$ cat src/hdl/ssp_pkg.sv
package ssp_pkg;

  typedef enum logic [2:0] {
    PH_HUNT,
    PH_LEN1,
    PH_HDR2,
    PH_BODY1,
    PH_BODY2,
    PH_DONE
  } ssp_phase_t;

  localparam logic [1:0] ST_OK        = 2'd0;
  localparam logic [1:0] ST_WRONG_ID  = 2'd1;
  localparam logic [1:0] ST_BAD_LEN   = 2'd2;
  localparam logic [1:0] ST_BAD_CHECK = 2'd3;

  localparam logic CFG_PROTOCOL = 1'b0;
  localparam logic CFG_MASK     = 1'b1;

  localparam logic [1:0]  PROTOCOL_CRC    = 2'd2;
  localparam logic [1:0]  PROTOCOL_RESET  = 2'd1;
  localparam logic [7:0]  MASK_RESET      = 8'd35;
  localparam logic [7:0]  SYNC_BYTE       = 8'hff;
  localparam logic [7:0]  SYNC2_BYTE      = 8'hfd;
  localparam logic [15:0] CRC_POLY        = 16'h8005;

  typedef struct packed {
    logic       valid;
    logic [7:0] data;
    logic       last;
    logic [1:0] status;
    logic       fault;
  } ssp_result_t;

  function automatic logic [15:0] crc_byte(input logic [15:0] crc_in, input logic [7:0] b);
    logic [15:0] crc;
    crc = crc_in ^ {b, 8'h00};
    for (int k = 0; k < 8; k++) begin
      if (crc[15]) begin
        crc = {crc[14:0], 1'b0} ^ CRC_POLY;
      end else begin
        crc = {crc[14:0], 1'b0};
      end
    end
    return crc;
  endfunction

  localparam logic [15:0] CRC_SYNC =
    crc_byte(crc_byte(crc_byte(16'h0000, SYNC_BYTE), SYNC_BYTE), SYNC2_BYTE);

endpackage

$ cat src/hdl/ssp_parser.sv
module ssp_parser (
  input  logic               clk,
  input  logic               rst,
  input  logic               accept,
  input  logic               restart,
  input  logic [7:0]         expected_id,
  input  logic [7:0]         rx_byte,
  input  logic [1:0]         protocol_version,
  input  logic [7:0]         tolerated_error_mask,
  output ssp_pkg::ssp_result_t result
);
  import ssp_pkg::*;

  ssp_phase_t  phase, phase_next;
  logic [15:0] recent_bytes, recent_bytes_next;
  logic [2:0]  header_count, header_count_next;
  logic [7:0]  wanted_id, wanted_id_next;
  logic [15:0] packet_length, packet_length_next;
  logic [15:0] body_remaining, body_remaining_next;
  logic [7:0]  sum_accumulator, sum_accumulator_next;
  logic [15:0] crc_register, crc_register_next;
  logic [15:0] check_bytes, check_bytes_next;
  logic        fault_flag, fault_flag_next;

  logic        sync_seen, sync1, sync2, hdr_last;
  logic        id_bad1, len_bad1, id_bad2, len_bad2;
  logic        body1_more, body2_more, body2_two;
  logic        error_bits, is_crc;
  logic [15:0] length_less1;
  logic [15:0] check_full;
  logic [15:0] crc_step;

  assign is_crc       = (protocol_version == PROTOCOL_CRC);
  assign sync_seen    = (recent_bytes == {SYNC_BYTE, SYNC_BYTE});
  assign sync1        = sync_seen && (rx_byte != SYNC2_BYTE);
  assign sync2        = sync_seen && (rx_byte == SYNC2_BYTE);
  assign hdr_last     = (header_count == 3'd4);
  assign id_bad1      = (sum_accumulator != wanted_id);
  assign len_bad1     = (rx_byte < 8'd2);
  assign id_bad2      = (check_bytes[7:0] != wanted_id);
  assign len_bad2     = (packet_length < 16'd3);
  assign body1_more   = (body_remaining > 16'd1);
  assign body2_more   = (body_remaining > 16'd2);
  assign body2_two    = (body_remaining == 16'd2);
  assign error_bits   = ((rx_byte & ~tolerated_error_mask) != 8'h00);
  assign length_less1 = packet_length - 16'd1;
  assign check_full   = {rx_byte, check_bytes[7:0]};
  assign crc_step     = crc_byte(crc_register, rx_byte);

  always_comb begin
    phase_next = phase;
    if (accept) begin
      if (restart) begin
        phase_next = PH_HUNT;
      end else begin
        case (phase)
          PH_HUNT: begin
            if (is_crc && sync2) begin
              phase_next = PH_HDR2;
            end else if (!is_crc && sync1) begin
              phase_next = PH_LEN1;
            end
          end
          PH_LEN1: begin
            phase_next = (id_bad1 || len_bad1) ? PH_DONE : PH_BODY1;
          end
          PH_HDR2: begin
            if (hdr_last) begin
              phase_next = (id_bad2 || len_bad2) ? PH_DONE : PH_BODY2;
            end
          end
          PH_BODY1: begin
            if (!body1_more) begin
              phase_next = PH_DONE;
            end
          end
          PH_BODY2: begin
            if (!body2_more && !body2_two) begin
              phase_next = PH_DONE;
            end
          end
          PH_DONE: phase_next = PH_DONE;
          default: phase_next = PH_HUNT;
        endcase
      end
    end
  end

  always_comb begin
    recent_bytes_next    = recent_bytes;
    header_count_next    = header_count;
    wanted_id_next       = wanted_id;
    packet_length_next   = packet_length;
    body_remaining_next  = body_remaining;
    sum_accumulator_next = sum_accumulator;
    crc_register_next    = crc_register;
    check_bytes_next     = check_bytes;
    fault_flag_next      = fault_flag;
    result               = '0;
    if (accept) begin
      if (restart) begin
        recent_bytes_next    = '0;
        header_count_next    = '0;
        wanted_id_next       = expected_id;
        packet_length_next   = '0;
        body_remaining_next  = '0;
        sum_accumulator_next = '0;
        crc_register_next    = '0;
        check_bytes_next     = '0;
        fault_flag_next      = 1'b0;
      end else begin
        case (phase)
          PH_HUNT: begin
            if (is_crc && sync2) begin
              crc_register_next = CRC_SYNC;
              header_count_next = '0;
            end else if (!is_crc && sync1) begin
              sum_accumulator_next = rx_byte;
            end else begin
              recent_bytes_next = {recent_bytes[7:0], rx_byte};
            end
          end
          PH_LEN1: begin
            if (id_bad1) begin
              result = '{valid: 1'b1, data: 8'h00, last: 1'b1, status: ST_WRONG_ID,
                         fault: 1'b0};
            end else if (len_bad1) begin
              result = '{valid: 1'b1, data: 8'h00, last: 1'b1, status: ST_BAD_LEN,
                         fault: 1'b0};
            end else begin
              sum_accumulator_next = sum_accumulator + rx_byte;
              packet_length_next   = {8'h00, rx_byte};
              body_remaining_next  = {8'h00, rx_byte};
            end
          end
          PH_HDR2: begin
            crc_register_next = crc_step;
            case (header_count)
              3'd1:    check_bytes_next   = {8'h00, rx_byte};
              3'd2:    packet_length_next = {8'h00, rx_byte};
              3'd3:    packet_length_next = {rx_byte, packet_length[7:0]};
              default: ;
            endcase
            if (!hdr_last) begin
              header_count_next = header_count + 3'd1;
            end else if (id_bad2) begin
              result = '{valid: 1'b1, data: 8'h00, last: 1'b1, status: ST_WRONG_ID,
                         fault: 1'b0};
            end else if (len_bad2) begin
              result = '{valid: 1'b1, data: 8'h00, last: 1'b1, status: ST_BAD_LEN,
                         fault: 1'b0};
            end else begin
              body_remaining_next = length_less1;
              check_bytes_next    = '0;
            end
          end
          PH_BODY1: begin
            if (body_remaining == packet_length) begin
              fault_flag_next = error_bits;
            end
            if (body1_more) begin
              sum_accumulator_next = sum_accumulator + rx_byte;
              body_remaining_next  = body_remaining - 16'd1;
              result = '{valid: 1'b1, data: rx_byte, last: 1'b0, status: ST_OK,
                         fault: 1'b0};
            end else begin
              body_remaining_next = '0;
              result = '{valid: 1'b1, data: rx_byte, last: 1'b1,
                         status: (rx_byte == ~sum_accumulator) ? ST_OK : ST_BAD_CHECK,
                         fault: fault_flag_next};
            end
          end
          PH_BODY2: begin
            if (body2_more) begin
              if (body_remaining == length_less1) begin
                fault_flag_next = error_bits;
              end
              crc_register_next   = crc_step;
              body_remaining_next = body_remaining - 16'd1;
              result = '{valid: 1'b1, data: rx_byte, last: 1'b0, status: ST_OK,
                         fault: 1'b0};
            end else if (body2_two) begin
              check_bytes_next    = {8'h00, rx_byte};
              body_remaining_next = 16'd1;
              result = '{valid: 1'b1, data: rx_byte, last: 1'b0, status: ST_OK,
                         fault: 1'b0};
            end else begin
              check_bytes_next    = check_full;
              body_remaining_next = '0;
              result = '{valid: 1'b1, data: rx_byte, last: 1'b1,
                         status: (check_full == crc_register) ? ST_OK : ST_BAD_CHECK,
                         fault: fault_flag};
            end
          end
          default: ;
        endcase
      end
    end
  end

  always_ff @(posedge clk) begin
    if (rst) begin
      phase           <= PH_HUNT;
      recent_bytes    <= '0;
      header_count    <= '0;
      wanted_id       <= '0;
      packet_length   <= '0;
      body_remaining  <= '0;
      sum_accumulator <= '0;
      crc_register    <= '0;
      check_bytes     <= '0;
      fault_flag      <= 1'b0;
    end else begin
      phase           <= phase_next;
      recent_bytes    <= recent_bytes_next;
      header_count    <= header_count_next;
      wanted_id       <= wanted_id_next;
      packet_length   <= packet_length_next;
      body_remaining  <= body_remaining_next;
      sum_accumulator <= sum_accumulator_next;
      crc_register    <= crc_register_next;
      check_bytes     <= check_bytes_next;
      fault_flag      <= fault_flag_next;
    end
  end

endmodule

$ cat src/hdl/ssp_out_stage.sv
module ssp_out_stage (
  input  logic                clk,
  input  logic                rst,
  input  logic                load,
  input  ssp_pkg::ssp_result_t result,
  input  logic                take,
  output logic                room,
  output logic                valid,
  output logic [7:0]          data,
  output logic                last,
  output logic [1:0]          status,
  output logic                fault
);
  import ssp_pkg::*;

  logic valid_next;

  assign room = !valid || take;

  always_comb begin
    valid_next = valid;
    if (load) begin
      valid_next = result.valid;
    end else if (take) begin
      valid_next = 1'b0;
    end
  end

  always_ff @(posedge clk) begin
    if (rst) begin
      valid <= 1'b0;
    end else begin
      valid <= valid_next;
    end
  end

  // hold payload until a new valid result replaces it
  always_ff @(posedge clk) begin
    if (load && result.valid) begin
      data   <= result.data;
      last   <= result.last;
      status <= result.status;
      fault  <= result.fault;
    end
  end

endmodule

$ cat src/hdl/servo_status_packet_receiver.sv
// Servo status packet receiver. Takes one request per clock unless the output
// stalls: tuser set means restart (load expected id, clear parser), otherwise
// tdata carries one received byte. Each body byte of a status packet comes out
// on the master side the cycle after its request is taken, via a single output
// register; the next request is taken while a result waits as long as that
// register is empty or being drained, so the sustained rate is one byte per
// cycle, set by the per-byte sum/CRC update in the parser. tlast marks the final
// byte of a packet, with status and fault flag. Config writes apply next cycle.
module servo_status_packet_receiver (
  input  logic        clk,
  input  logic        rst,
  input  logic        s_axis_tvalid,
  output logic        s_axis_tready,
  input  logic [15:0] s_axis_tdata,  // expected_id, rx_byte
  input  logic        s_axis_tuser,  // restart
  output logic        m_axis_tvalid,
  input  logic        m_axis_tready,
  output logic [7:0]  m_axis_tdata,  // data_byte
  output logic        m_axis_tlast,
  output logic [2:0]  m_axis_tuser,  // status[1:0], servo_fault
  input  logic        cfg_wen,
  input  logic        cfg_index,
  input  logic [7:0]  cfg_data
);
  import ssp_pkg::*;

  logic [1:0]  protocol_version;
  logic [7:0]  tolerated_error_mask;
  logic        accept;
  ssp_result_t result;
  logic [1:0]  status;
  logic        fault;

  always_ff @(posedge clk) begin
    if (rst) begin
      protocol_version     <= PROTOCOL_RESET;
      tolerated_error_mask <= MASK_RESET;
    end else if (cfg_wen) begin
      case (cfg_index)
        CFG_PROTOCOL: protocol_version     <= cfg_data[1:0];
        CFG_MASK:     tolerated_error_mask <= cfg_data;
        default: ;
      endcase
    end
  end

  assign accept = s_axis_tvalid && s_axis_tready;

  ssp_parser u_parser (
    .clk                  (clk),
    .rst                  (rst),
    .accept               (accept),
    .restart              (s_axis_tuser),
    .expected_id          (s_axis_tdata[7:0]),
    .rx_byte              (s_axis_tdata[15:8]),
    .protocol_version     (protocol_version),
    .tolerated_error_mask (tolerated_error_mask),
    .result               (result)
  );

  ssp_out_stage u_out (
    .clk    (clk),
    .rst    (rst),
    .load   (accept),
    .result (result),
    .take   (m_axis_tready),
    .room   (s_axis_tready),
    .valid  (m_axis_tvalid),
    .data   (m_axis_tdata),
    .last   (m_axis_tlast),
    .status (status),
    .fault  (fault)
  );

  assign m_axis_tuser = {fault, status};

endmodule
$ cat config.mk
export PLATFORM = sky130hd
export DESIGN_NAME = servo_status_packet_receiver
export DESIGN_NICKNAME = d
export VERILOG_FILES = /design/src/hdl/ssp_pkg.sv /design/src/hdl/ssp_parser.sv /design/src/hdl/ssp_out_stage.sv /design/src/hdl/servo_status_packet_receiver.sv
export SDC_FILE = /design/constraint.sdc
export NUM_CORES = 1
export LEC_CHECK = 0
export BUFFER_PORTS_ARGS = -buffer_cell sky130_fd_sc_hd__buf_2
export CAP_MARGIN = 20
export CORE_UTILIZATION = 35
export CTS_BUF_LIST = sky130_fd_sc_hd__clkbuf_16
export DETAILED_ROUTE_END_ITERATION = 10
export HOLD_SLACK_MARGIN = 0.15
export PLACE_DENSITY = 0.6
export SYNTH_ARGS = -nofsm -noshare
export SYNTH_HDL_FRONTEND = slang
export SYNTH_SLANG_ARGS = --single-unit
$ cat constraint.sdc
create_clock -name clk -period 3.85 [get_ports clk]
set_input_delay 0.77 -clock clk [delete_from_list [all_inputs] [get_ports clk]]
set_output_delay 0.77 -clock clk [all_outputs]
set_load 0.05 [all_outputs]
==> flow_summary.toml <==
[worst_setup_path]
crit_path_end_kind = "register"
crit_type = "reg2reg"
required_ns = 4.21
arrival_ns = 3.62
cp_max_fo = 11
start_kind = "register"

[power]
p_leak_nw = 3.07
switching_share_pct = 30.7
p_switching_mw = 1.05
ir_drop_mv = 0.324
clkPwrFrac_pct = 45.7
comb_power_share_pct = 16.0
seq_power_share_pct = 38.3
powerDensity_nw_per_um2 = 413
intPower_mw = 2.37

[logic_synthesis]
synth_fp_nets = 957
yosysUniqueCellTypes = 78
synth_top_family_by_area = "simple AND/OR/NAND/NOR gates"
synthAdderAreaFrac_pct = 3.84
syn_avg_cell_area_um2 = 8.15
synth_area_um2 = 7360
synthFlopType = "dfxtp_1"
synth_xor_xnor_area_share_pct = 11.3
yosysTopAreaCellShare_pct = 28.8
yosys_warnings = 0
synth_largest_area_cell = "dfxtp_1"
async_reset_ff_share_pct = 0
synthTopCellsByArea = "dfxtp_1 29%, xnor2_1 7.6%, a21oi_1 5.6%, edfxtp_1 4.9%, nand2_1 4.2%"
synth-simple-area-share_pct = 23.6
synth-compound-area-share_pct = 19.7
ys_seq_area_share_pct = 33.7
synth-seq-cells = 118
synth_cells = 904
synth_mux_area_share_pct = 1.51
synth-edff-count = 12

[cells_and_area]
drive_above_1_share_pct = 13.0
area_delta_synth_final_pct = 12.6
fin_util_pct = 40.6
final_common_cell = "dfxtp_1"
instances_no_fill = 1202
mostFrequentLayoutCells = "106 x dfxtp_1, 83 x nand2_1, 83 x a21oi_1"
final_nets = 972
antenna_cells = 0

[timing]
skew_ns = 0.0127
finalHoldViolCount = 0
rsz0062_at_grt = "false"
fmax_ghz = 0.307
final-setup-viol-count = 0
whs_ns = 0.456
slew_viol_final = 0
slew_headroom_pct = 43.5
period_minus_slack_ns = 3.26
layout_setup_ws_ns = 0.590
finalSetupTns_ns = 0
finalCritPeriodShare_pct = 84.7
worstMarginPinSlew_ns = 0.844

[placement]
post-dp-hpwl_mm = 14.9
placed_cells = 1169
dp_slack_ns = 0.605
place_congestion = 0.925
io_buffers = 44

[floorplanning]
dieWidth_um = 147
coreArea_um2 = 20400
initial_core_util_pct = 36.0
rows = 52
die_h_um = 147
dieArea_um2 = 21600
ios = 45

[global_routing]
grt_pass1_vias = 6412
antenna_found_initial = 0
grt_start_max_net_pins = 47
grt_overflow = 0
grt_pass1_wl_mm = 34.7
grt.total_usage_pct = 20.4

[detailed_routing]
wl_per_cell_um = 17.8
ant_nets = 0
drc_errors = 0
vias = 6780
drt_iter0_drc = 562
wirelength_mm = 21.4
vias_per_cell = 5.64
dr.pass1.iters = 5

[clocking]
cts-root-buf = "clkbuf_16"
cts_tree = "built"
hold_buffers = 0
clock_path_buffers = 2
post_cts.repair.setup_buffers = 0
cts_resized = 0
cts.sink_count = 118
worstSkewPairLatency_ns = 0.43
clkTransAtPathRegs_ns = 0.06
cts-htree-levels = 4
cts_inserted_buffers = 17

[hold_path]
hp-class = "reg2reg"

[run_status]
outcome = "finished clean"

[flow_run]
drv_cap = 0
path summary, 6_finish.rpt:
check	from	depth (start not counted)	endpoint	slack [ns]
max reg2reg	u_parser.body_remaining[7]	8	u_parser.crc_register[8]	0.59
max	u_parser.body_remaining[7]	8	u_parser.crc_register[8]	0.59
min reg2reg	protocol_version[0]	1	protocol_version[0]	0.46
min	protocol_version[0]	1	protocol_version[0]	0.46
stage by stage:
| step | total power, mW | instance area [um^2] |
|---|---|---|
| 2_1_floorplan | 1.73 | 7360 |
| 3_3_place_gp | 1.87 | 7700 |
| 3_5_place_dp | 1.87 | 7700 |
| 4_1_cts | 3.44 | 8280 |
| 5_1_grt | 3.56 | 8290 |
| 6_report | 3.42 | 8290 |
cells by family (layout without fill, tap and decap cells):
logic type,count (synthesis),count (layout)
flops,118,118
simple gates,337,337
buf+inv,94,122
compound gates,227,227
xor+xnor,95,95
mux,11,11
fa+ha+maj,22,22
critical path, cell delays in order (launching register included):
cell and delay, ns:
dfxtp_1 0.39, or4_4 0.57, nor4_4 0.53, and3_2 0.31, a2111oi_0 0.07, o21ai_0 0.20
buf_4 0.20, nor2b_1 0.66, a22o_1 0.26
metal layers:
metal	track usage [%]	wire length (um)	vias to the layer above
li1	-	-	3283
met1	29.4	10400	3249
met2	30.9	9380	231
met3	3.98	1350	17
met4	5.62	258	0
met5	0	0	-
synth_stat cells, types with 3 or more instances:
cell / instances
dfxtp_1: 106
a21oi_1: 83
nand2_1: 83
nor2_1: 77
xnor2_1: 64
clkbuf_1: 49
nand3_1: 42
o21ai_0: 31
xor2_1: 31
inv_1: 25
ha_1: 21
nor3_1: 21
nor4_1: 20
a22o_1: 18
a22oi_1: 18
nand4_1: 18
o22ai_1: 14
edfxtp_1: 12
buf_6: 11
or3_1: 11
mux2i_1: 10
a31oi_1: 8
nand2b_1: 7
nor3b_1: 7
and2_1: 6
nand3b_1: 6
o211ai_1: 6
a211oi_1: 5
nor2b_1: 5
or2_2: 5
a211o_1: 4
a21o_1: 4
and3_1: 4
nand4b_1: 4
or4_1: 4
buf_2: 3
o21a_1: 3
o21ai_1: 3
o21bai_1: 3
or4_4: 3
cell type report:
class / count / area, um^2
clock buffer: 18 / 450
clock inverter: 14 / 130
fill: 2110 / 12100
inverter: 25 / 93.8
multi-input combinational: 692 / 4420
sequential: 118 / 2480
tap: 270 / 338
timing repair buffer: 65 / 378
sequential cells by signal (all words and copies together), names as in the netlist, 8 cells and up:
register                  flops
u_parser.body_remaining      16
u_parser.crc_register        16
u_parser.packet_length       16
u_parser.recent_bytes        16
tolerated_error_mask          8
u_out.data                    8
u_parser.check_bytes          8
u_parser.sum_accumulator      8
u_parser.wanted_id            8
power groups by stage:
stage / Combinational (mW) / Clock, mW / Sequential, mW
after global routing: 0.599 / 1.65 / 1.31
after CTS: 0.539 / 1.59 / 1.31
after detailed placement: 0.535 / 0 / 1.34
after global placement: 0.534 / 0 / 1.34
final: 0.546 / 1.56 / 1.31
after floorplan: 0.411 / 0 / 1.32
No activity file was read; power rests on OpenSTA's default activity.
